File: config.mk
export PLATFORM = sky130hd
export DESIGN_NAME = text_record_byte_filter
export DESIGN_NICKNAME = d
export VERILOG_FILES = /design/src/hw/rtl/tbf_pkg.sv /design/src/hw/rtl/text_record_byte_filter.sv /design/src/hw/rtl/tbf_decode.sv /design/src/hw/rtl/tbf_serial.sv
export SDC_FILE = /design/constraint.sdc
export NUM_CORES = 1
export LEC_CHECK = 0
export ABC_CLOCK_PERIOD_IN_PS = 3500
export BUFFER_PORTS_ARGS = -buffer_cell sky130_fd_sc_hd__buf_4
export CAP_MARGIN = 20
export CORE_ASPECT_RATIO = 1.5
export CORE_MARGIN = 5
export CORE_UTILIZATION = 30
export CTS_CLUSTER_DIAMETER = 120
export DETAILED_ROUTE_END_ITERATION = 10
export PLACE_DENSITY = 0.48
export SLEW_MARGIN = 20
export SYNTH_ARGS = -nofsm -noshare
export SYNTH_HDL_FRONTEND = slang
export SYNTH_SLANG_ARGS = --single-unit
File: constraint.sdc
create_clock -name clk -period 3.5 [get_ports clk]
set_input_delay 0.525 -clock clk [delete_from_list [all_inputs] [get_ports clk]]
set_output_delay 0.525 -clock clk [all_outputs]
set_load 0.005 [all_outputs]
File: src/hw/rtl/tbf_pkg.sv
package tbf_pkg;

    // Largest number of result beats that one input byte can cause.
    localparam int BurstMax = 5;
    localparam int CountW   = $clog2(BurstMax + 1);

    // Character codes used by the filter.
    localparam logic [7:0] ChEsc   = 8'd27;
    localparam logic [7:0] ChLpar  = 8'd40;
    localparam logic [7:0] ChRpar  = 8'd41;
    localparam logic [7:0] ChCr    = 8'd13;
    localparam logic [7:0] ChLf    = 8'd10;
    localparam logic [7:0] ChTab   = 8'd9;
    localparam logic [7:0] ChQuote = 8'd34;
    localparam logic [7:0] ChSlash = 8'd47;
    localparam logic [7:0] ChSpace = 8'd32;
    localparam logic [7:0] ChTilde = 8'd126;

    // Bytes dropped after the byte that follows an ESC, when that byte is not a parenthesis.
    localparam logic [2:0] SkipAfterMark = 3'd3;

    // Expanded output of one input byte, first character in entry 0.
    typedef struct packed {
        logic [CountW-1:0]          count;
        logic [BurstMax-1:0][7:0]   chars;
    } burst_t;

    // Serializer status seen by the top level.
    typedef struct packed {
        logic [CountW-1:0] left;
        logic              move;
    } ser_status_t;

endpackage

File: src/hw/rtl/text_record_byte_filter.sv
// Channel   Direction  tdata (low bit up)    tlast        tuser
// s_axis    in         [7:0] data_byte       record_last  -
// m_axis    out        [7:0] out_byte        run_last     -
// cfg       in         cfg_wdata = quote_mode, written when cfg_we is high
//
// One input beat is taken per cycle when it yields at most one character and m_axis
// is not stalled. A byte that expands to several characters holds s_axis_tready low
// until its last character moves to the output register, which takes one per cycle while m_axis is ready.
// An input beat passes through the burst buffer and then the output register to m_axis.
// rst_n clears the filter state, quote_mode and both buffers at once.
// A stall on m_axis fills the burst buffer and then stops the input.
module text_record_byte_filter
(
    input  logic       clk,
    input  logic       rst_n,
    input  logic       cfg_we,
    input  logic       cfg_wdata,
    input  logic       s_axis_tvalid,
    output logic       s_axis_tready,
    input  logic [7:0] s_axis_tdata,   // [7:0] data_byte
    input  logic       s_axis_tlast,
    output logic       m_axis_tvalid,
    input  logic       m_axis_tready,
    output logic [7:0] m_axis_tdata,   // [7:0] out_byte
    output logic       m_axis_tlast
);
    import tbf_pkg::*;

    burst_t      burst;
    ser_status_t status;
    logic        take;

    assign take = s_axis_tvalid && s_axis_tready;

    tbf_decode u_decode
    (
        .clk         (clk),
        .rst_n       (rst_n),
        .cfg_we      (cfg_we),
        .cfg_wdata   (cfg_wdata),
        .take        (take),
        .data_byte   (s_axis_tdata),
        .record_last (s_axis_tlast),
        .burst       (burst)
    );

    tbf_serial u_serial
    (
        .clk       (clk),
        .rst_n     (rst_n),
        .load      (take),
        .burst     (burst),
        .load_ok   (s_axis_tready),
        .out_valid (m_axis_tvalid),
        .out_ready (m_axis_tready),
        .out_byte  (m_axis_tdata),
        .out_last  (m_axis_tlast),
        .status    (status)
    );

    // The burst buffer never holds more than one byte's expansion.
    assert property (@(posedge clk) disable iff (!rst_n)
        status.left <= CountW'(BurstMax))
        else $error("burst count out of range");

    // A new byte is taken only when the buffer is about to drain.
    assert property (@(posedge clk) disable iff (!rst_n)
        take |-> (status.left == '0 || (status.left == CountW'(1) && status.move)))
        else $error("input taken over an undrained burst");

    // The final character of a burst is marked as the end of its run.
    assert property (@(posedge clk) disable iff (!rst_n)
        (status.move && status.left == CountW'(1)) |=> (m_axis_tvalid && m_axis_tlast))
        else $error("run end not marked");

endmodule

File: src/hw/rtl/tbf_decode.sv
module tbf_decode
(
    input  logic            clk,
    input  logic            rst_n,
    input  logic            cfg_we,
    input  logic            cfg_wdata,
    input  logic            take,
    input  logic [7:0]      data_byte,
    input  logic            record_last,
    output tbf_pkg::burst_t burst
);
    import tbf_pkg::*;

    logic       quote_mode_reg;
    logic       cr_pending_reg;
    logic       cr_pending_next;
    logic       esc_pending_reg;
    logic       esc_pending_next;
    logic [2:0] skip_left_reg;
    logic [2:0] skip_left_next;

    // Expand one byte against the current marker and line-end state.
    always_comb
    begin
        logic [CountW-1:0] n;
        logic              do_plain;
        n                = '0;
        do_plain         = 1'b0;
        burst.chars      = '0;
        cr_pending_next  = cr_pending_reg;
        esc_pending_next = esc_pending_reg;
        skip_left_next   = skip_left_reg;

        if (esc_pending_reg)
        begin
            esc_pending_next = 1'b0;
            if (data_byte != ChLpar && data_byte != ChRpar)
            begin
                skip_left_next = SkipAfterMark;
            end
        end
        else if (skip_left_reg != 3'd0)
        begin
            skip_left_next = skip_left_reg - 3'd1;
        end
        else
        begin
            do_plain = 1'b1;
            if (cr_pending_reg)
            begin
                cr_pending_next = 1'b0;
                burst.chars[n] = ChCr;
                n = n + 1'b1;
                burst.chars[n] = ChLf;
                n = n + 1'b1;
                if (data_byte == ChLf)
                begin
                    do_plain = 1'b0;
                end
            end
        end

        // Ordinary handling of a byte outside any marker.
        if (do_plain)
        begin
            if (data_byte == ChEsc)
            begin
                esc_pending_next = 1'b1;
            end
            else if (data_byte == ChTab)
            begin
                burst.chars[n] = data_byte;
                n = n + 1'b1;
            end
            else if (data_byte == ChCr)
            begin
                cr_pending_next = 1'b1;
            end
            else if (data_byte == ChLf)
            begin
                burst.chars[n] = ChCr;
                n = n + 1'b1;
                burst.chars[n] = ChLf;
                n = n + 1'b1;
            end
            else if (data_byte >= ChSpace && data_byte <= ChTilde)
            begin
                if (quote_mode_reg && data_byte == ChQuote)
                begin
                    burst.chars[n] = ChSlash;
                    n = n + 1'b1;
                    burst.chars[n] = ChSlash;
                    n = n + 1'b1;
                end
                burst.chars[n] = data_byte;
                n = n + 1'b1;
            end
        end

        // End of record flushes a pending CR and cancels any marker.
        if (record_last)
        begin
            if (cr_pending_next)
            begin
                cr_pending_next = 1'b0;
                burst.chars[n] = ChCr;
                n = n + 1'b1;
                burst.chars[n] = ChLf;
                n = n + 1'b1;
            end
            esc_pending_next = 1'b0;
            skip_left_next   = 3'd0;
        end

        burst.count = n;
    end

    // Filter state advances on each accepted beat.
    always_ff @(posedge clk or negedge rst_n)
    begin
        if (!rst_n)
        begin
            quote_mode_reg  <= 1'b0;
            cr_pending_reg  <= 1'b0;
            esc_pending_reg <= 1'b0;
            skip_left_reg   <= 3'd0;
        end
        else
        begin
            if (cfg_we)
            begin
                quote_mode_reg <= cfg_wdata;
            end
            if (take)
            begin
                cr_pending_reg  <= cr_pending_next;
                esc_pending_reg <= esc_pending_next;
                skip_left_reg   <= skip_left_next;
            end
        end
    end

endmodule

File: src/hw/rtl/tbf_serial.sv
module tbf_serial
(
    input  logic                 clk,
    input  logic                 rst_n,
    input  logic                 load,
    input  tbf_pkg::burst_t      burst,
    output logic                 load_ok,
    output logic                 out_valid,
    input  logic                 out_ready,
    output logic [7:0]           out_byte,
    output logic                 out_last,
    output tbf_pkg::ser_status_t status
);
    import tbf_pkg::*;

    logic [BurstMax-1:0][7:0] chars_reg;
    logic [CountW-1:0]        left_reg;
    logic                     valid_reg;
    logic [7:0]               byte_reg;
    logic                     last_reg;
    logic                     move;

    // A character moves to the output register when that register is free.
    assign move    = (left_reg != '0) && (!valid_reg || out_ready);
    assign load_ok = (left_reg == '0) || (left_reg == CountW'(1) && move);

    // Burst buffer: loaded whole, drained from entry 0 by shifting.
    always_ff @(posedge clk or negedge rst_n)
    begin
        if (!rst_n)
        begin
            left_reg <= '0;
        end
        else if (load)
        begin
            left_reg <= burst.count;
        end
        else if (move)
        begin
            left_reg <= left_reg - 1'b1;
        end
    end

    always_ff @(posedge clk)
    begin
        if (load)
        begin
            chars_reg <= burst.chars;
        end
        else if (move)
        begin
            for (int i = 0; i < BurstMax - 1; i++)
            begin
                chars_reg[i] <= chars_reg[i+1];
            end
            chars_reg[BurstMax-1] <= '0;
        end
    end

    // Output register.
    always_ff @(posedge clk or negedge rst_n)
    begin
        if (!rst_n)
        begin
            valid_reg <= 1'b0;
        end
        else if (move)
        begin
            valid_reg <= 1'b1;
        end
        else if (out_ready)
        begin
            valid_reg <= 1'b0;
        end
    end

    always_ff @(posedge clk)
    begin
        if (move)
        begin
            byte_reg <= chars_reg[0];
            last_reg <= (left_reg == CountW'(1));
        end
    end

    assign out_valid   = valid_reg;
    assign out_byte    = byte_reg;
    assign out_last    = last_reg;
    assign status.left = left_reg;
    assign status.move = move;

endmodule

==> After elaboration in Yosys (flattened, before gate mapping) <==
Cells that the tools add are included.
{ "op_classes": {"n_addsub": 7, "mul": 0, "div_mod_pow": 0, "magnitude_cmp": 12, "eq_ne": 9, "n_shift": 0, "muxes": 72, "bitwise_logic": 18, "reduce_logical": 21} }
{ "ops": {"columns": ["cell", "n"], "rows": [
  ["$mux W40", 17],
  ["$demux W8 S3", 5],
  ["$bwmux W40", 2],
  ["$mux W3", 23],
  ["$and A30 B30 Y30", 2],
  ["$not A30 Y30", 2],
  ["$not A25 Y25", 2],
  ["$mux W8", 5],
  ["$mux W16", 2],
  ["$not A15 Y15", 2],
  ["$and A10 B25 Y25", 1],
  ["$and A25 B25 Y25", 1],
  ["$or A10 B25 Y25", 1],
  ["$or A25 B25 Y25", 1],
  ["$eq A8 B4 Y1 const B", 3],
  ["$lt A3 B4 Y1 const B", 5],
  ["$or A10 B10 Y10", 2],
  ["$mux W1", 16],
  ["$ne A8 B6 Y1 const B", 2],
  ["$add A3 B1 Y3 const B", 5],
  ["$and A15 B15 Y15", 1],
  ["$and A6 B15 Y15", 1],
  ["$ge A3 B1 Y1 const B", 5],
  ["$or A15 B15 Y15", 1],
  ["17 further kinds", 32]
]} }
{ "word_totals": {"register_bits": 59, "latch_bits": 0, "ramBits": 0, "mem_bits_ro": 0, "input_bits": 15, "output_inout_bits": 11, "wordCells": 152, "memories": 0} }

==> Longest topological paths before layout <==
{ "logic_depth": {"depth_word": 29, "ltp_mapped": 15} }

==> Modules after synthesis <==
Synthesis repeated with hierarchy kept, for this count alone.
{ "hier_totals": {"hier_cells": 312, "hier_area_um2": 3513.4} }
{ "by_module_without_submodules": {"columns": ["mod", "n_inst", "cells_per_inst", "area_each_um2"], "rows": [
  ["tbf_serial", 1, 126, 2220.9],
  ["tbf_decode", 1, 185, 1286.2],
  ["text_record_byte_filter", 1, 1, 6.3]
]} }

==> Worst setup path before layout <==
Ideal clock, no wire load.
{ "synth_timing": {"path_kind": "reg-to-reg", "start": "reg u_decode.skip_left_reg[0]", "end": "reg u_serial.chars_reg[11] (netlist bit), data pin", "arrival_time_ns": 3.286, "slack_ns": -0.048, "path_stages_with_launch": 16, "path_buffers": 2, "period_less_slack_ns": 3.548, "path_cell_list": "dfrtp_1 > inv_1 > ha_1 > ha_1 > nor2b_1 > clkbuf_1 > nand2_1 > ha_1 > buf_1 > nand2_1 > o22ai_1 > or2_2 > ha_1 > nor2b_1 > a2111oi_4 > o21ai_1"} }
{ "synth_between": {"elab_chain_len": 28, "elab_cells_between_ends": 79} }
{ "synth_lines": {"columns": ["item", "line", "rtl"], "rows": [
  ["start, declared", "tbf_decode.sv:19", "logic [2:0] skip_left_reg;"],
  ["start signal, assigned", "tbf_decode.sv:138", "skip_left_reg <= skip_left_next;"],
  ["$reduce_bool A3 Y1 *", "tbf_decode.sv:42", "else if (skip_left_reg != 3'd0)"],
  ["$mux W3", "tbf_decode.sv:42", null],
  ["$mux W3", "tbf_decode.sv:34", "if (esc_pending_reg)"],
  ["$add A3 B1 Y3 (tied with other cells)", "tbf_decode.sv:73, tbf_decode.sv:82, tbf_decode.sv:91", null],
  ["$add A3 B1 Y3 (tied with other cells)", "tbf_decode.sv:84, tbf_decode.sv:93", null],
  ["$mux W3 (tied with other cells)", "tbf_decode.sv:88", "if (quote_mode_reg && data_byte == ChQuote)"],
  ["$mux W3 (tied with other cells)", "tbf_decode.sv:86", "else if (data_byte >= ChSpace && data_byte <= ChTilde)"],
  ["$mux W3 (tied with other cells)", "tbf_decode.sv:79", "else if (data_byte == ChLf)"],
  ["[12 not listed]", null, null],
  ["$lt A3 B4 Y1 (implied by the code) (tied with other cells)", "tbf_decode.sv:108", "burst.chars[n] = ChLf;"],
  ["$logic_and A1 B1 Y1 (implied by the code) (tied with other cells)", "tbf_decode.sv:108", null],
  ["$mux W8 (implied by the code) (tied with other cells)", "tbf_decode.sv:108", null],
  ["$demux W8 S3 or $or A15 B15 Y15 (tied branches)", null, null],
  ["$or A10 B10 Y10 (no line)", null, null],
  ["$mux W40", "tbf_decode.sv:103", "if (cr_pending_next)"],
  ["$mux W40 *", "tbf_decode.sv:101", "if (record_last)"],
  ["$mux W40 *", "tbf_serial.sv:46", "if (load)"],
  ["end signal, assigned", "tbf_serial.sv:48", "chars_reg <= burst.chars;"],
  ["end signal, assigned by index", "tbf_serial.sv:54", "chars_reg[i] <= chars_reg[i+1];"],
  ["end, declared", "tbf_serial.sv:16", "logic [BurstMax-1:0][7:0] chars_reg;"]
]} }
Every way passes the cells marked *; elsewhere a longest branch is shown, timed or not. The select of a mux whose other input is x is not followed.
A chain may end at the register's enable or synchronous reset.

==> Worst setup path after layout <==
{ "layout_timing": {"start": "reg u_decode.skip_left_reg[0]", "end": "reg u_serial.chars_reg[25] (netlist bit), data pin"} }
{ "layout_between": {"elab_chain_len": 29, "elab_cells_between_ends": 79} }
{ "layout_lines": {"columns": ["item", "line"], "rows": [
  ["$reduce_bool A3 Y1 *", "tbf_decode.sv:42"],
  ["parallel branches: the longest is 26 deep, another holds $add A3 B1 Y3", null],
  ["$mux W40 *", "tbf_decode.sv:101"],
  ["$mux W40 *", "tbf_serial.sv:46"]
]} }
Mark *: on every way between the ends. The select of a mux whose other input is x is not followed.

==> summary.txt <==
post_cts resized: 0
Die Span X: 93.1 um
ys async rst share: 0.169
antenna cells: 0
Comb power frac: 0.276
Largest register FFs: 40
# DRC: 0
Worst-Margin Slew: 0.551 ns
Setup TNS Final: 0 ns
post-synthesis sequential area ratio: 0.554
final WL: 7.20 mm
clk_lat worst skew: 0.32 ns
Final Hold Fails: 0
CORE AREA: 0.0101 mm2
fillcell total: 1047
die area: 0.0125 mm2
count leader, synth: edfxtp_1
Cells after Synth: 275
PnR Total Power: 3.03 mW
Detail Route Antenna Nets: 0
Most used DFF post-synth: edfxtp_1
RSZ-0062 raised after global routing: false
Root Driver: clkbuf_16
Area Overhead vs Synth: 22.1%
Pleak: 1.52 nW
die height: 135 um
Max Slew Vio Count: 0
Yosys top cell area share: 0.473
top cells by count, synth: edfxtp_1 (49), nand2_1 (22), and2_1 (19)
layout cells sized above 1: 0.204
P_int: 2.17 mW
Num CTS Buffers: 9
Peak VDD IR: 0.250 mV
cts hold-fix bufs: 0
H-tree depth: 3
fmax: 326 MHz
I/O pin count: 26
Crit path arrival time: 3.26 ns
WP data required: 3.69 ns
Sink Count: 59
Reg power frac: 0.424
FF+latch count, synth: 59
# rows: 45
cell taking the most area after synthesis: edfxtp_1
Yosys Warn Count: 0
CTS tree: done
starting density of the core: 0.307
Clock Path Buffers: 2
mean post-synth cell area: 11.3 um2
status: complete, no violations
DR pass1 iterations: 4
Detail Placement HPWL: 5.15 mm
max-cap violations: 0
Iter 0 DRT Violations: 156
Yosys cell types: 59
fin crit share: 0.876
nets: 335
top area cells in the synthesized netlist: edfxtp_1 (47%), dfrtp_1 (8.0%), ha_1 (4.4%)
total gr overflow: 0
Vias per Instance: 5.23
Psw: 0.852 mW
post-layout minimum cycle time: 3.06 ns
Max FO, Critical Path: 4
Reg clk slew, reported paths: 0.05 ns
Worst Hold Class: in2async
synthesized area: 0.00311 mm2
Clock Skews: 0.00486 ns
Sw Share: 0.282
antenna violations before repair: 0
postcts setup bufs: 0
Setup crit end kind: flop
syn nets: 301
PwrDens: 798 mW/mm2
via count: 2249
Startpoint Class: flop
Relative slew margins: 0.632
Post-synth EDFFs: 49
number of global-route vias before repair: 2260
post-detailed-route wirelength per cell: 16.7 um
Worst Setup Path Type: reg2reg
Final GP Congestion: 0.833
final setup fails: 0
first-pass GRT wire length: 11.8 mm
number of port buffers: 25
largest net degree at the start of global routing: 41
Clk pwr share: 0.300
aggregate global-route resource usage: 0.123
## stage by stage
stage               hold slack [ns]  worst slack [ns]  cell area (um2)  utilization  instances
floorplan                     0.229            0.0695             3120            -        275
global placement              0.369             0.232             3490        0.344        415
detailed placement            0.371             0.174             3490        0.344        415
CTS                          0.0183             0.437             3790        0.374        430
global route                 0.0252             0.264             3790        0.374        430
finish                       0.0292             0.436             3790        0.374        430
## power groups by stage
stage	clock network [mW]	registers, mW	logic (mW)
6_report	0.910	1.28	0.834
5_1_grt	0.966	1.31	0.934
4_1_cts	0.937	1.29	0.853
3_5_place_dp	0	1.30	0.852
3_3_place_gp	0	1.29	0.837
2_1_floorplan	0	1.28	0.543
## cells in the final DEF (no fill, tap or decap), types with 2 or more instances in the layout
cell       count
a21o_1         9
a21oi_1       17
a22o_1         4
a22oi_1        3
a31oi_1        3
and2_1        19
and3_1         3
buf_4         39
bufinv_16      2
clkbuf_16      9
clkinv_1       3
dfrtp_1       10
edfxtp_1      49
ha_1          11
inv_1         10
mux2_2         3
nand2_1       22
nand2b_1       4
nand3_1        4
nand4_1        2
nor2_1        13
nor2b_1        6
nor3_1         4
nor4_1         2
nor4bb_1       2
o211ai_1       2
o21a_1         3
o21ai_0       10
o21ai_1        3
o22a_1         3
o31ai_1        3
o41ai_1        2
or2_2          2
or4_1          2
or4_4          2
xnor2_1        2
## layer usage
| layer | vias to the layer above | part of all wire | global-route usage |
|---|---|---|---|
| li1 | 1096 | - | - |
| met1 | 1075 | 0.44 | 0.155 |
| met2 | 62 | 0.50 | 0.198 |
| met3 | 16 | 0.035 | 0.0256 |
| met4 | 0 | 0.029 | 0.0660 |
| met5 | - | 0 | 0 |
## critical path, cell delays in order, from the launching register on
cell	delay [ns]
dfrtp_1	0.39
inv_1	0.06
ha_1	0.15
ha_1	0.20
nor2b_1	0.18
nand2_1	0.09
ha_1	0.32
nand2_1	0.08
o22ai_2	0.06
or2_2	0.31
ha_1	0.32
a2111oi_1	0.46
a211o_1	0.20
o21a_1	0.11
## final timing paths
kind	from	end	slack, ns	cells past startpoint
max in group asynchronous	rst_n	u_serial.out_valid	3.31	1
setup reg to reg	u_decode.skip_left_reg[0]	u_serial.chars_reg[25]	0.44	13
hold reg to reg	u_serial.chars_reg[5]	u_serial.out_byte[5]	0.42	0
min in group clk	u_serial.chars_reg[5]	u_serial.out_byte[5]	0.42	0
setup / recovery	u_decode.skip_left_reg[0]	u_serial.chars_reg[25]	0.44	13
hold / removal	rst_n	u_decode.skip_left_reg[2]	0.03	1
## cell families (layout without fill, tap and decap cells)
family          count (synthesis)  count (layout)  synth area share
simple gates                   93              93             0.166
compound gates                 78              78             0.180
flops                          59              59             0.554
buf+inv                        27              65            0.0354
fa+ha+maj                      11              11            0.0443
xor+xnor                        3               3           0.00845
mux                             3               3            0.0109
other cells                     1               1           0.00121
## final cells by class
type	instances	area, um2	area share
multi-input cells	189	1290	0.339
clock buffers	9	225	0.0593
repair buffers	39	293	0.0772
flip-flops and latches	59	1720	0.454
well taps	117	146	0.0386
clock inverters	6	81.3	0.0214
inverters	11	41.3	0.0109
Note: power is estimated with default switching activity, not from simulation.
